==> src/design/lpli_pkg.sv <==
// ----------------------------------------------------------------------------
// lpli_pkg: shared types and constants for the literal pool lookup/insert block
// Table sizing, request and status codes, transaction payloads, sequencer
// states and the control/status bundles between the sequencer and the scanner.
// ----------------------------------------------------------------------------
package lpli_pkg;

   localparam int TABLE_DEPTH = 256;
   localparam int WORD_WIDTH  = 32;

   localparam int ADDR_W = $clog2(TABLE_DEPTH);
   localparam int CNT_W  = $clog2(TABLE_DEPTH + 1);

   // fixed field widths of the transaction payloads
   localparam int REQ_TYPE_W  = 3;
   localparam int VALUE_W     = 32;
   localparam int STATUS_W    = 2;
   localparam int OFFSET_W    = 8;
   localparam int ENTRY_CNT_W = 9;

   localparam logic [REQ_TYPE_W-1:0] REQ_LOOKUP = 3'd0;
   localparam logic [REQ_TYPE_W-1:0] REQ_FIND   = 3'd1;
   localparam logic [REQ_TYPE_W-1:0] REQ_START  = 3'd2;
   localparam logic [REQ_TYPE_W-1:0] REQ_NEXT   = 3'd3;
   localparam logic [REQ_TYPE_W-1:0] REQ_END    = 3'd4;

   localparam logic [STATUS_W-1:0] ST_OK      = 2'd0;
   localparam logic [STATUS_W-1:0] ST_FULL    = 2'd1;
   localparam logic [STATUS_W-1:0] ST_RUNNING = 2'd2;
   localparam logic [STATUS_W-1:0] ST_NO_NEXT = 2'd3;

   typedef struct packed {
      logic [REQ_TYPE_W-1:0]    req_type;
      logic signed [VALUE_W-1:0] lookup_value;
   } lpli_req_type;

   typedef struct packed {
      logic [STATUS_W-1:0]       status;
      logic                      found;
      logic [OFFSET_W-1:0]       entry_offset;
      logic signed [VALUE_W-1:0] read_value;
      logic [ENTRY_CNT_W-1:0]    entry_count;
      logic                      has_next;
      logic                      is_empty;
   } lpli_rsp_type;

   typedef enum logic [1:0] {
      S_IDLE,
      S_SCAN,
      S_READ,
      S_DONE
   } lpli_state_type;

   typedef struct packed {
      logic start;   // rewind the scan to entry zero
      logic run;     // scan in progress
   } lpli_scan_ctl_type;

   typedef struct packed {
      logic              hit;
      logic              miss;
      logic [ADDR_W-1:0] idx;
   } lpli_scan_stat_type;

endpackage

==> src/design/lpli_scan.sv <==
// ----------------------------------------------------------------------------
// lpli_scan: sequential compare unit
// Walks the stored entries in insertion order, one RAM read per cycle, and
// compares each returned word against the key. Reports the first hit, or a
// miss once the last stored entry has been compared, or at once if the table is empty.
// ----------------------------------------------------------------------------
module lpli_scan (
   input  logic                           clock,
   input  logic                           reset,
   input  lpli_pkg::lpli_scan_ctl_type    ctl,
   input  logic [lpli_pkg::WORD_WIDTH-1:0] key,
   input  logic [lpli_pkg::CNT_W-1:0]     count,
   input  logic [lpli_pkg::WORD_WIDTH-1:0] rd_data,
   output logic [lpli_pkg::ADDR_W-1:0]    rd_addr,
   output lpli_pkg::lpli_scan_stat_type   stat
);
   import lpli_pkg::*;

   logic [CNT_W-1:0]  scan_addr_ff, scan_addr_in;
   logic              pend_valid_ff, pend_valid_in;
   logic [ADDR_W-1:0] pend_idx_ff, pend_idx_in;
   logic              issue;
   logic              match;
   logic              last_pend;

   assign issue     = ctl.run && (scan_addr_ff < count);
   assign match     = pend_valid_ff && (rd_data == key);
   assign last_pend = (CNT_W'(pend_idx_ff) + CNT_W'(1)) == count;

   always_comb begin
      scan_addr_in  = scan_addr_ff;
      pend_valid_in = pend_valid_ff;
      pend_idx_in   = pend_idx_ff;
      if (ctl.start) begin
         scan_addr_in  = '0;
         pend_valid_in = 1'b0;
      end else if (ctl.run) begin
         pend_valid_in = issue;
         pend_idx_in   = ADDR_W'(scan_addr_ff);
         if (issue) begin
            scan_addr_in = scan_addr_ff + CNT_W'(1);
         end
      end
   end

   always_ff @(posedge clock) begin
      if (reset) begin
         scan_addr_ff  <= '0;
         pend_valid_ff <= 1'b0;
      end else begin
         scan_addr_ff  <= scan_addr_in;
         pend_valid_ff <= pend_valid_in;
      end
      pend_idx_ff <= pend_idx_in;
   end

   assign rd_addr   = ADDR_W'(scan_addr_ff);
   assign stat.hit  = ctl.run && match;
   // empty table misses at once; otherwise after the last entry compares unequal
   assign stat.miss = ctl.run && ((count == '0) || (pend_valid_ff && !match && last_pend));
   assign stat.idx  = pend_idx_ff;

endmodule

==> config.mk <==
export PLATFORM = sky130hd
export DESIGN_NAME = lpli_scan
export DESIGN_NICKNAME = d
export VERILOG_FILES = /design/src/design/lpli_pkg.sv /design/src/design/lpli_scan.sv
export SDC_FILE = /design/constraint.sdc
export NUM_CORES = 1
export LEC_CHECK = 0
export ABC_AREA = 1
export BUFFER_PORTS_ARGS = -buffer_cell sky130_fd_sc_hd__buf_2
export CAP_MARGIN = 20
export CELL_PAD_IN_SITES_DETAIL_PLACEMENT = 0
export CELL_PAD_IN_SITES_GLOBAL_PLACEMENT = 1
export CORE_MARGIN = 2
export CORE_UTILIZATION = 33
export DETAILED_ROUTE_END_ITERATION = 6
export MAX_ROUTING_LAYER = met4
export PLACE_DENSITY_LB_ADDON = 0.3
export SLEW_MARGIN = 20
export SYNTH_ARGS = -nofsm -noshare
export SYNTH_HDL_FRONTEND = slang
export SYNTH_SLANG_ARGS = --single-unit
==> constraint.sdc <==
create_clock -name clock -period 2.45 [get_ports clock]
set_input_delay 0.3675 -clock clock [delete_from_list [all_inputs] [get_ports clock]]
set_output_delay 0.3675 -clock clock [all_outputs]
set_load 0.1 [all_outputs]
Word level (Yosys, flattened, before mapping). Index checks and enable logic that the tools add are counted.

Register bits after elaboration: 18. Logic and storage cells: 21. Bits of input ports: 77. Output and inout bits: 18.

Reduce and logical (&&, ||, !) cells: 12. Equal/unequal tests: 2. Order comparisons: 1. Bitwise logic cells: 1. $add $sub $neg: 2.

Operators by type and width (count): $eq 32x32->1 (1); $add 8x1->9 const B (1); $add 9x1->9 const B (1); $eq 9x9->1 (1); $logic_not 9->1 (1); $lt 9x9->1 (1); $logic_and 1x1->1 (6); $reduce_and 2->1 (2); $reduce_or 2->1 (1); $logic_not 1->1 (1); $logic_or 1x1->1 (1); $not 1->1 (1).

Logic depth before layout (Yosys ltp).
Depth after elaboration: 7. Gate-level depth with buffers: 12. Gate-level depth less buffers: 12.

Worst setup path after synthesis. No wires, ideal clock.

Path kind: reg-to-output. From: reg pend_idx_ff[0]. To: out stat[8] (netlist name). Arrival: 3.445 ns. Path slack: -1.363 ns. Stages on the path, launching flop included: 10. Data required time: 2.082 ns. Path buffers: 0. Path through: edfxtp_1 ha_1 nand2_1 nor2_1 nand2_1 xnor2_1 inv_1 nor2_1 nand3_1 a21oi_1.

RTL lines: from (decl) (RTL line lpli_scan.sv:21) `logic [ADDR_W-1:0] pend_idx_ff, pend_idx_in;`; from (signal assigned) (RTL line lpli_scan.sv:54) `pend_idx_ff <= pend_idx_in;`; to (decl) (RTL line lpli_scan.sv:15) `output lpli_pkg::lpli_scan_stat_type stat`.

==> metrics.cfg <==
[outcome]
status = finished, final reports clean

[route]
vias = 2074
detail-route-antenna-nets = 0
wl_per_cell_um = 10.8
wl_um = 5080
first_iter_violations = 79
drtPass1Iterations = 5
drcViolationCount = 0
viasPerCell = 4.41

[timing]
fin_setup_tns_ps = 0
max_slew_margin_pct = 55.9
setup_viol = 0
hold_viol = 0
worst_pin_slew_ps = 659
period_needed_ps = 2370
rsz0062_at_grt = true
maxSlewViolCount = 0
layout_setup_ws_ps = 80.6
fin_crit_sh_pct = 96.7
skew_ps = 6.24
fmaxAchievable_mhz = 422

[cells_and_area]
fill_cells = 607
fin_util_pct = 45.9
layout.nets = 486
final_cells = 470
drive_gt1_share_pct = 31.7
multiInputGateArea_um2 = 1260
register_area_um2 = 440
area_growth_pct = 32.2
num_antenna_cells = 0

[clocking]
clk_path_buf_depth = 2
clockRootBuffer = clkbuf_8
tritoncts = done
clock_sinks = 18
path_clk_slew_ps = 80
clock_latency_ps = 260
htreeDepth = 1
cts_buffers = 3
cts_hold_buffers = 0

[power]
ir_drop_v = 0.000183
power.total_w = 0.000828
power_density_nw_per_um2 = 322
p_leak_nw = 1.40

[grt]
grt_max_degree = 12
overflow = 0
grt_pass1_vias = 1947
antenna_found_initial = 0
grt_use_total_pct = 16.3
grt_pass1_wl_um = 8220

[synthesis]
synth.cell_area_um2 = 1950
synth_top_cell_by_area = nand2_1
synth_cells = 305
synthMostInstantiatedCell = nand2_1
ys_types = 27
syn_nets = 392
synth_area_leaders = nand2_1 (21%), edfxtp_1 (12%), xnor2_1 (10%)
synth_edf_count = 8
synth.avg_cell_area_um2 = 6.38
yosys.area.top_type_share_pct = 21.0
synthFlopType = dfxtp_1
ys_seq_area_share_pct = 22.6
synth_warnings = 0
synthArstFlopShare_pct = 0
synth_seq_cells = 18
synth_common_cells = nand2_1 (109), inv_1 (52), nor2_1 (28)

[die]
die_h_um = 80.8
dieArea_um2 = 6530
std_cell_rows = 27
start_util_pct = 34.7
core_um2 = 5610
pin_count = 95
die_w_um = 80.8

[critical_path]
cp.required_ps = 2080
cp_max_fo = 4
critPathKind = flip-flop to output port
start_kind = flip-flop
cp.arrival_ps = 2000
cp-end-kind = output port

[placed_design]
dpl.hpwl_um = 4140
placed_cells = 463
gp_congestion = 0.789
port_buffers = 94
dp_slack_ps = 343

[job]
timing.max_cap.violations = 0

[hold_path]
hold_class = input pin to flip-flop

power by group:
| part | internal (W) | switching (W) |
|---|---|---|
| Clock | 0.000143 | 0.000111 |
| Combinational | 0.000107 | 0.000141 |
| Sequential | 0.000318 | 0.00000788 |
| Total | 0.000569 | 0.000260 |
cell type report:
type	count	area share, %
Tap cell	72	3.50
Multi-Input combinational cell	224	49.1
Clock buffer	4	2.14
Inverter	53	7.74
Timing Repair Buffer	99	20.3
Sequential cell	18	17.1
critical path, cell delays in order (launching register included):
cell	delay, ps
edfxtp_1	480
ha_4	320
inv_2	30
nand2_1	40
nand3_1	60
nor2_1	90
nand2_1	60
nor2_1	80
nand2_1	60
nor2_2	90
nand3_2	90
a21oi_4	180
buf_12	190
through the flow:
step | area (um2) | hold WS (ps)
after detailed placement | 2470 | 494
after global placement | 2470 | 490
after global routing | 2570 | 375
final | 2570 | 348
after floorplan | 1960 | 458
after CTS | 2530 | 346
sequential cells by signal, summed over array words and instances, names as in the netlist:
| name | cells |
|---|---|
| pend_idx_ff | 8 |
| scan_addr_ff | 9 |
| pend_valid_ff | 1 |
cells by family (layout without fill, tap and decap cells):
family / count (synthesis) / count (layout) / synth area share [%]
AOI/OAI and AO/OA: 17 / 17 / 6.11
xor gates and xnor gates: 32 / 32 / 14.4
adders and majority gates: 10 / 10 / 6.43
buffers and inverters: 63 / 156 / 14.1
DFF: 18 / 18 / 22.6
and+or+nand+nor: 165 / 165 / 36.3
metal layers:
| layer | global-route usage (%) | vias to the layer above | share of wire [%] |
|---|---|---|---|
| met4 | 4.75 | 0 | 1.2 |
| met5 | - | - | 0 |
| li1 | - | 1110 | - |
| met1 | 19.8 | 903 | 44 |
| met3 | 1.78 | 6 | 6.1 |
| met2 | 28.7 | 55 | 48 |
repair_timing:
item,4_1_cts,5_1_grt
endpoints found under the setup margin,0,1
buffers inserted,0,3
resized for setup,0,6
cell usage in the layout, fill, tap and decap left out, drive strengths merged:
cell type	n
nand4	8
nand3b	1
o21ai	3
clkbuf	4
inv	52
edfxtp	8
nor4	2
or2	1
nand2	111
clkinv	1
xor2	9
ha	10
buf	99
a21oi	14
xnor2	23
nor2	32
dfxtp	10
nand3	9
nor3	1
final timing paths:
kind	start	to	slack (ps)	cells past startpoint
max reg2reg	scan_addr_ff[4]	scan_addr_ff[0]	470	7
max	pend_idx_ff[0]	stat[8]	80	12
min reg2reg	pend_valid_ff	pend_valid_ff	500	2
min	reset	scan_addr_ff[4]	350	4
No activity file was read; power rests on OpenSTA's default activity.
