**config.mk**
```make
export PLATFORM = sky130hd
export DESIGN_NAME = lpli_ctrl
export DESIGN_NICKNAME = d
export VERILOG_FILES = /design/src/design/lpli_pkg.sv /design/src/design/lpli_ctrl.sv
export SDC_FILE = /design/constraint.sdc
export NUM_CORES = 1
export LEC_CHECK = 0
export BUFFER_PORTS_ARGS = -buffer_cell sky130_fd_sc_hd__buf_2
export CAP_MARGIN = 5
export CORE_MARGIN = 8
export CORE_UTILIZATION = 49
export CTS_BUF_LIST = sky130_fd_sc_hd__clkbuf_4
export CTS_CLUSTER_DIAMETER = 40
export DETAILED_ROUTE_END_ITERATION = 8
export GPL_TIMING_DRIVEN = 0
export PLACE_DENSITY = 0.85
export SETUP_SLACK_MARGIN = 0.02
export SYNTH_ARGS = -nofsm -noshare
export SYNTH_HDL_FRONTEND = slang
export SYNTH_SLANG_ARGS = --single-unit
```
**constraint.sdc**
```tcl
create_clock -name clock -period 2.5 [get_ports clock]
set_input_delay 0.25 -clock clock [delete_from_list [all_inputs] [get_ports clock]]
set_output_delay 0.25 -clock clock [all_outputs]
set_load 0.02 [all_outputs]
```
**src/design/lpli_pkg.sv**
```systemverilog
// ----------------------------------------------------------------------------
// lpli_pkg: shared types and constants for the literal pool lookup/insert block
// Table sizing, request and status codes, transaction payloads, sequencer
// states and the control/status bundles between the sequencer and the scanner.
// ----------------------------------------------------------------------------
package lpli_pkg;

   localparam int TABLE_DEPTH = 256;
   localparam int WORD_WIDTH  = 32;

   localparam int ADDR_W = $clog2(TABLE_DEPTH);
   localparam int CNT_W  = $clog2(TABLE_DEPTH + 1);

   // fixed field widths of the transaction payloads
   localparam int REQ_TYPE_W  = 3;
   localparam int VALUE_W     = 32;
   localparam int STATUS_W    = 2;
   localparam int OFFSET_W    = 8;
   localparam int ENTRY_CNT_W = 9;

   localparam logic [REQ_TYPE_W-1:0] REQ_LOOKUP = 3'd0;
   localparam logic [REQ_TYPE_W-1:0] REQ_FIND   = 3'd1;
   localparam logic [REQ_TYPE_W-1:0] REQ_START  = 3'd2;
   localparam logic [REQ_TYPE_W-1:0] REQ_NEXT   = 3'd3;
   localparam logic [REQ_TYPE_W-1:0] REQ_END    = 3'd4;

   localparam logic [STATUS_W-1:0] ST_OK      = 2'd0;
   localparam logic [STATUS_W-1:0] ST_FULL    = 2'd1;
   localparam logic [STATUS_W-1:0] ST_RUNNING = 2'd2;
   localparam logic [STATUS_W-1:0] ST_NO_NEXT = 2'd3;

   typedef struct packed {
      logic [REQ_TYPE_W-1:0]    req_type;
      logic signed [VALUE_W-1:0] lookup_value;
   } lpli_req_type;

   typedef struct packed {
      logic [STATUS_W-1:0]       status;
      logic                      found;
      logic [OFFSET_W-1:0]       entry_offset;
      logic signed [VALUE_W-1:0] read_value;
      logic [ENTRY_CNT_W-1:0]    entry_count;
      logic                      has_next;
      logic                      is_empty;
   } lpli_rsp_type;

   typedef enum logic [1:0] {
      S_IDLE,
      S_SCAN,
      S_READ,
      S_DONE
   } lpli_state_type;

   typedef struct packed {
      logic start;   // rewind the scan to entry zero
      logic run;     // scan in progress
   } lpli_scan_ctl_type;

   typedef struct packed {
      logic              hit;
      logic              miss;
      logic [ADDR_W-1:0] idx;
   } lpli_scan_stat_type;

endpackage

```
**src/design/lpli_ctrl.sv**
```systemverilog
// ----------------------------------------------------------------------------
// lpli_ctrl: request sequencer and pool state
// Holds the entry count and iteration cursor, steers the scanner and the
// RAM, performs inserts and cursor reads, and stages each result.
// ----------------------------------------------------------------------------
module lpli_ctrl (
   input  logic                            clock,
   input  logic                            reset,
   input  logic                            req_valid,
   input  lpli_pkg::lpli_req_type          req_data,
   output logic                            req_stall,
   output lpli_pkg::lpli_scan_ctl_type     scan_ctl,
   input  lpli_pkg::lpli_scan_stat_type    scan_stat,
   input  logic [lpli_pkg::ADDR_W-1:0]     scan_addr,
   output logic [lpli_pkg::WORD_WIDTH-1:0] key,
   output logic [lpli_pkg::CNT_W-1:0]      count,
   output logic                            ram_wr_en,
   output logic [lpli_pkg::ADDR_W-1:0]     ram_wr_addr,
   output logic [lpli_pkg::ADDR_W-1:0]     ram_rd_addr,
   input  logic [lpli_pkg::WORD_WIDTH-1:0] ram_rd_data,
   output logic                            res_valid,
   output lpli_pkg::lpli_rsp_type          res_data,
   input  logic                            res_take
);
   import lpli_pkg::*;

   lpli_state_type          state_ff, state_in;
   logic [REQ_TYPE_W-1:0]   req_ff, req_in;
   logic [WORD_WIDTH-1:0]   key_ff, key_in;
   logic [CNT_W-1:0]        count_ff, count_in;
   logic [ADDR_W-1:0]       cursor_ff, cursor_in;
   logic                    active_ff, active_in;
   logic [STATUS_W-1:0]     status_ff, status_in;
   logic                    found_ff, found_in;
   logic [ADDR_W-1:0]       offset_ff, offset_in;
   logic [WORD_WIDTH-1:0]   read_ff, read_in;
   logic                    accept;
   logic                    next_ok;

   assign accept  = req_valid && (state_ff == S_IDLE);
   assign next_ok = active_ff && (CNT_W'(cursor_ff) < count_ff);

   always_comb begin
      state_in = state_ff;
      case (state_ff)
         S_IDLE: begin
            if (req_valid) begin
               case (req_data.req_type)
                  REQ_LOOKUP, REQ_FIND: state_in = S_SCAN;
                  REQ_NEXT:             state_in = next_ok ? S_READ : S_DONE;
                  default:              state_in = S_DONE;
               endcase
            end
         end
         S_SCAN: begin
            if (scan_stat.hit || scan_stat.miss) begin
               state_in = S_DONE;
            end
         end
         S_READ: state_in = S_DONE;
         S_DONE: begin
            if (res_take) begin
               state_in = S_IDLE;
            end
         end
         default: state_in = S_IDLE;
      endcase
   end

   always_comb begin
      req_in    = req_ff;
      key_in    = key_ff;
      count_in  = count_ff;
      cursor_in = cursor_ff;
      active_in = active_ff;
      status_in = status_ff;
      found_in  = found_ff;
      offset_in = offset_ff;
      read_in   = read_ff;
      ram_wr_en = 1'b0;
      case (state_ff)
         S_IDLE: begin
            if (accept) begin
               req_in    = req_data.req_type;
               key_in    = WORD_WIDTH'($unsigned(req_data.lookup_value));
               status_in = ST_OK;
               found_in  = 1'b0;
               offset_in = '0;
               read_in   = '0;
               case (req_data.req_type)
                  REQ_START: begin
                     if (active_ff) begin
                        status_in = ST_RUNNING;
                     end else begin
                        cursor_in = '0;
                        active_in = (count_ff != '0);
                     end
                  end
                  REQ_NEXT: begin
                     if (!next_ok) begin
                        active_in = 1'b0;
                        status_in = ST_NO_NEXT;
                     end
                  end
                  REQ_END: begin
                     active_in = 1'b0;
                     cursor_in = '0;
                  end
                  default: ;
               endcase
            end
         end
         S_SCAN: begin
            if (scan_stat.hit) begin
               found_in  = 1'b1;
               offset_in = scan_stat.idx;
            end else if (scan_stat.miss && (req_ff == REQ_LOOKUP)) begin
               if (count_ff >= CNT_W'(TABLE_DEPTH)) begin
                  status_in = ST_FULL;
               end else begin
                  ram_wr_en = 1'b1;
                  offset_in = ADDR_W'(count_ff);
                  count_in  = count_ff + CNT_W'(1);
               end
            end
         end
         S_READ: begin
            // read data is for the cursor address presented in the accept cycle
            read_in   = ram_rd_data;
            offset_in = cursor_ff;
            cursor_in = cursor_ff + ADDR_W'(1);
            if ((CNT_W'(cursor_ff) + CNT_W'(1)) >= count_ff) begin
               active_in = 1'b0;
            end
         end
         default: ;
      endcase
   end

   always_ff @(posedge clock) begin
      if (reset) begin
         state_ff  <= S_IDLE;
         count_ff  <= '0;
         cursor_ff <= '0;
         active_ff <= 1'b0;
      end else begin
         state_ff  <= state_in;
         count_ff  <= count_in;
         cursor_ff <= cursor_in;
         active_ff <= active_in;
      end
      req_ff    <= req_in;
      key_ff    <= key_in;
      status_ff <= status_in;
      found_ff  <= found_in;
      offset_ff <= offset_in;
      read_ff   <= read_in;
   end

   always_comb begin
      req_stall      = (state_ff != S_IDLE);
      scan_ctl.start = accept;
      scan_ctl.run   = (state_ff == S_SCAN);
      ram_rd_addr    = (state_ff == S_SCAN) ? scan_addr : cursor_ff;
      ram_wr_addr    = ADDR_W'(count_ff);
      key            = key_ff;
      count          = count_ff;
      res_valid      = (state_ff == S_DONE);
      res_data.status       = status_ff;
      res_data.found        = found_ff;
      res_data.entry_offset = OFFSET_W'(offset_ff);
      res_data.read_value   = $signed(VALUE_W'(read_ff));
      res_data.entry_count  = ENTRY_CNT_W'(count_ff);
      res_data.has_next     = active_ff;
      res_data.is_empty     = (count_ff == '0);
   end

endmodule
```
* Yosys cells after proc, flatten, opt, wreduce, memory -nomap -nowiden
Cells that the tools add are included.
Word-level totals: register bits 98, word-level logic and storage cells 102, output and inout bits 116
Cells by class: mux-type cells 39, bitwise operators 2, $lt $le $gt $ge 3, add/sub/neg operators 3, equal/unequal tests 22, reduce and logical (&&, ||, !) cells 23
Operators by type and width (count):
- 32-bit one-hot mux with 2 select lines | 1
- 8-bit two-way mux | 7
- 32-bit two-way mux | 1
- 8-bit one-hot mux with 2 select lines | 2
- 8-bit one-hot mux with 3 select lines | 1
- 2-bit two-way mux | 9
- 2-bit one-hot mux with 2 select lines | 3
- 4-bit AND reduction | 3
- 1-bit two-way mux | 11
- 2-bit by 1-bit != test with 1-bit output, second input constant | 5
- 5-bit AND reduction | 2
- 8-bit by 1-bit adder with 9-bit output, second input constant | 1
- 9-bit by 1-bit adder with 9-bit output, second input constant | 1
- 9-bit >= comparator | 1
- 9-bit >= comparator, second input constant | 1
- 9-bit zero test | 1
- 8-bit by 9-bit < comparator with 1-bit output | 1
- 3-bit != test, second input constant | 3
- 9-bit nonzero test | 1
- 8-bit by 1-bit adder with 8-bit output, second input constant | 1
- 2-bit != test, second input constant | 4
- 2-bit one-hot mux with 4 select lines | 1
- 3-bit by 2-bit == test with 1-bit output, second input constant | 2
- 3-bit zero test | 2
- 17 further kinds | 27

* Depth between registers and ports, before layout
depth after elaboration 6, gate-level depth with buffers 10

* Least setup slack after synthesis
No wires, ideal clock.
path kind reg-to-reg, from register state_ff[0], to register active_ff, data required time 2428 ps, path slack 259 ps, arrival 2169 ps, stages on the path, launching flop included 8, path buffers 0, library setup time 72 ps, path through dfxtp_1 -> inv_1 -> ha_1 -> nand2b_1 -> nand2_1 -> o211ai_1 -> a21oi_1 -> mux2i_1
On the way: longest elaborated chain between the ends 4, elaborated cells between the ends (all ways) 10, those cells by class eq/ne: 5; mux: 1; reduce/logical: 4
Ends and longest elaborated chain:
- start, declared | RTL line lpli_ctrl.sv:27 | lpli_state_type state_ff, state_in;
- start signal, assigned | RTL line lpli_ctrl.sv:147 | state_ff <= state_in;
- 2-bit zero test | RTL line lpli_ctrl.sv:40, lpli_ctrl.sv:81
- 1-bit logical AND | RTL line lpli_ctrl.sv:40 | assign accept = req_valid && (state_ff == S_IDLE);
- 2-bit != test (no source line)
- 5-bit AND reduction (no source line)
- end signal, assigned | RTL line lpli_ctrl.sv:150 | active_ff <= active_in;
- end, declared | RTL line lpli_ctrl.sv:32 | logic active_ff, active_in;
Parallel ways exist; a longest one is shown, timed or not. A chain may end at the register's enable or synchronous reset.

* Worst setup path after layout
from register cursor_ff[2], to register active_ff
On the way: longest elaborated chain between the ends 4, elaborated cells between the ends (all ways) 7, those cells by class add/sub: 1; order compare: 2; eq/ne: 2; reduce/logical: 2
Ends and longest elaborated chain:
- start, declared | RTL line lpli_ctrl.sv:31 | logic [ADDR_W-1:0] cursor_ff, cursor_in;
- start signal, assigned | RTL line lpli_ctrl.sv:149 | cursor_ff <= cursor_in;
- 8-bit by 1-bit adder with 9-bit output or 8-bit by 9-bit < comparator with 1-bit output (tied branches) | RTL line lpli_ctrl.sv:132, lpli_ctrl.sv:41
- 9-bit >= comparator or 1-bit logical AND (tied branches) | RTL line lpli_ctrl.sv:132, lpli_ctrl.sv:41
- 2-bit != test (no source line) or 3-bit != test (tied branches)
- 5-bit AND reduction (no source line) *
Every way passes the cells marked *; elsewhere a longest branch is shown, timed or not.

==> load_flow_metrics.sql <==
INSERT INTO impl_metrics (metric_group, metric, value, unit) VALUES
('cts', 'cts_tree', 'done', ''),
('place', 'dp_hpwl', '10800', 'µm'),
('global_routing', 'initial_antenna_violation_count', '1', ''),
('floorplanning', 'placement_rows', '35', ''),
('timing', 'timing.final.ws_setup', '112', 'ps'),
('floorplanning', 'fp.coreArea', '0.00928', 'mm²'),
('setup_path', 'timing.critical_path.from_type', 'flip-flop', ''),
('drt', 'routed_via_density', '5.14', ''),
('power_and_ir_drop', 'worst_ir_drop_vdd', '0.436', 'mV'),
('global_routing', 'number_of_global_route_vias_before_repair', '4127', ''),
('floorplanning', 'io_pins', '205', ''),
('drt', 'route.vias.total', '4022', ''),
('hold_path', 'hold_start', 'reset', ''),
('setup_path', 'crit_type', 'flip-flop to flip-flop', ''),
('place', 'port-buffer-count', '203', ''),
('floorplanning', 'fp.dieH', '114', 'µm'),
('timing', 'timing.final.crit_period', '2390', 'ps'),
('timing', 'max_freq', '0.419', 'GHz'),
('flow_run', 'cap_violations', '0', ''),
('drt', 'routed_wirelength', '15000', 'µm'),
('cts', 'cts_made_buffers', '9', ''),
('timing', 'max-slew-margin-rel', '57.7', '%'),
('place', 'gp_routability_congestion', '0.941', ''),
('setup_path', 'crit-reg2reg-capture', 'active_ff', ''),
('finish', 'share_of_cells_above_drive_strength_1', '42.0', '%'),
('synth', 'synthesis.area', '0.00471', 'mm²'),
('setup_path', 'reg2reg_setup_slack', '110', 'ps'),
('floorplanning', 'die_x', '114', 'µm'),
('run_status', 'run_status', 'finished clean', ''),
('drt', 'drt_pre_antenna_iters', '5', ''),
('setup_path', 'timing.rr.start', 'cursor_ff[2]', ''),
('synth', 'synth_sequential_area_ratio', '58.2', '%'),
('drt', 'first_iter_violations', '219', ''),
('synth', 'yosys_warnings', '0', ''),
('floorplanning', 'floorplan.initialDensity', '50.8', '%'),
('synth', 'synth_largest_area_cell', 'sky130_fd_sc_hd__edfxtp_1', ''),
('power_and_ir_drop', 'power_leakage', '2.86', 'nW'),
('timing', 'worst_clock_skew', '15.6', 'ps'),
('cts', 'clockRootBuffer', 'sky130_fd_sc_hd__clkbuf_4', ''),
('synth', 'synth.most_common_cell', 'sky130_fd_sc_hd__edfxtp_1', ''),
('setup_path', 'crit_path_end_kind', 'flip-flop', ''),
('cts', 'worstSkewPairLatency', '450', 'ps'),
('timing', 'finalHoldViolCount', '0', ''),
('hold_path', 'min-delay-path-class', 'input pin to flip-flop', ''),
('global_routing', 'grt_max_degree', '34', ''),
('setup_path', 'worstRegToRegCells', '10', ''),
('synth', 'syn-num-nets', '511', ''),
('global_routing', 'grt.total_usage', '22.0', '%'),
('synth', 'syn-mean-instance-area', '11.9', 'µm²'),
('synth', 'synthesis.instances', '397', ''),
('timing', 'period_share', '95.5', '%'),
('timing', 'finalSetupViolCount', '0', ''),
('synth', 'synth_common_cells', '78 x sky130_fd_sc_hd__edfxtp_1, 35 x sky130_fd_sc_hd__and2_1, 30 x sky130_fd_sc_hd__nor2_1', ''),
('place', 'dp_slack', '-290', 'ps'),
('drt', 'drc', '0', ''),
('drt', 'wl_per_cell', '19.2', 'µm'),
('timing', 'rsz_0062_raised_after_global_routing', 'yes', ''),
('synth', 'post-synth-top-area-fraction', '49.7', '%'),
('power_and_ir_drop', 'p_per_area', '861', 'mW/mm²'),
('cts', 'cts_htree_levels', '3', ''),
('drt', 'final_antenna_net_count', '0', ''),
('timing', 'timing.final.max_slew_violations', '0', ''),
('hold_path', 'hold-path-endpoint', 'state_ff[0]', ''),
('timing', 'worst-slew-pin-transition', '631', 'ps'),
('synth', 'yosys.cell_types.count', '51', ''),
('cts', 'cts-root-to-sink-buffers', '2', ''),
('cts', 'clock_sinks', '98', ''),
('synth', 'synth_edf_count', '78', ''),
('setup_path', 'cp.arrival', '2760', 'ps'),
('finish', 'fin_nets', '761', ''),
('synth', 'postSynthRegisterBits', '98', '');
worst max-delay path by stage:
stage / to / depth (start not counted) / slack (ps) / startpoint
after detailed placement: active_ff / 7 / -290 / state_ff[0]
final: active_ff / 10 / 110 / cursor_ff[2]
after CTS: active_ff / 10 / 50 / cursor_ff[1]
after global routing: active_ff / 10 / -40 / cursor_ff[2]
after global placement: active_ff / 10 / -170 / cursor_ff[1]
after floorplan: active_ff / 7 / 260 / state_ff[0]
placed cells by master (no fill, tap or decap), drive strengths merged, types with 2 or more instances in the layout:
cell	count
buf	228
edfxtp	78
and2	35
dlygate4sd3	32
nor2	30
ha	25
nand2	25
clkbuf	25
dfxtp	20
inv	19
o21ai	19
a21oi	14
xnor2	12
nor2b	11
a22oi	9
mux2	7
nand2b	7
nand3	6
nand4	3
clkinvlp	3
nand3b	3
mux2i	3
o211ai	3
a211oi	3
clkinv	3
nor3	3
and4	2
a211o	2
and3	2
nor4	2
or3b	2
flip-flops by register name (all words and copies together), names as in the netlist:
signal / cells
req_ff: 3
count: 9
status_ff: 2
key: 32
read_ff: 32
cursor_ff: 8
state_ff: 2
offset_ff: 8
found_ff: 1
active_ff: 1
kinds of logic (layout without fill, tap and decap cells):
logic type               count (synthesis)  after routing  share of synthesized area, %
buffers and inverters                   55            310                          6.21
other                                    0              1                             0
adder cells (fa/ha/maj)                 25             25                          6.64
multiplexers                            10             10                          2.31
XOR/XNOR                                13             13                          2.42
AND/OR/NAND/NOR                        136            136                          15.8
AO/OA/AOI/OAI                           60             60                          8.44
flip-flops                              98             98                          58.2
where the power goes:
group	internal [mW]	switching (mW)	leakage (nW)
registers	2.36	0.149	0.925
clock network	0.239	0.581	0.0719
logic	0.726	1.50	1.86
layout make-up:
cell class              instances  area (µm²)  area share [%]
inverters                      18        71.3            1.11
diodes                          1        2.50          0.0388
clock inverters                 6        61.3           0.951
clock buffers                  10        75.1            1.16
multi-input cells             244        1730            26.8
flip-flops and latches         98        2750            42.7
well taps                     129         161            2.50
plain buffers                  37         234            3.63
repair buffers                238        1360            21.1
repair inverters                1        7.51           0.116
per-layer routing:
metal	wire (µm)	vias to the layer above	GRT usage (%)
met5	0	-	0
met4	251	0	7.19
met3	1260	24	5.27
met2	8030	217	41.7
met1	5450	1893	23.2
li1	-	1888	-
stage by stage:
stage	total power, mW	instances	util (%)	cell area (µm²)	setup TNS (ps)
floorplan	3.88	397	-	4710	0
global route	5.81	782	69.5	6450	-43.2
finish	5.56	782	69.5	6450	0
global placement	4.61	729	63.5	5890	-173
CTS	5.53	779	68.9	6390	0
detailed placement	4.68	729	63.5	5890	-496
worst max-delay path: stages, from the launching register on:
cell and delay [ps]:
sky130_fd_sc_hd__dfxtp_1 380, sky130_fd_sc_hd__clkbuf_4 200, sky130_fd_sc_hd__and4_1 260, sky130_fd_sc_hd__nand2_1 100, sky130_fd_sc_hd__xnor2_1 160, sky130_fd_sc_hd__ha_1 320
sky130_fd_sc_hd__nand4_1 130, sky130_fd_sc_hd__a211oi_2 230, sky130_fd_sc_hd__o211ai_1 130, sky130_fd_sc_hd__a21oi_1 190, sky130_fd_sc_hd__mux2i_1 210
timing repair:
action	in CTS	in global routing
setup endpoints to repair	44	23
endpoints found under the hold margin	32	0
setup buffers	1	2
hold buffers	32	0
pin swaps	0	2
cloned	1	0
gates resized for setup	12	14
(Power assumes the default switching activity.)
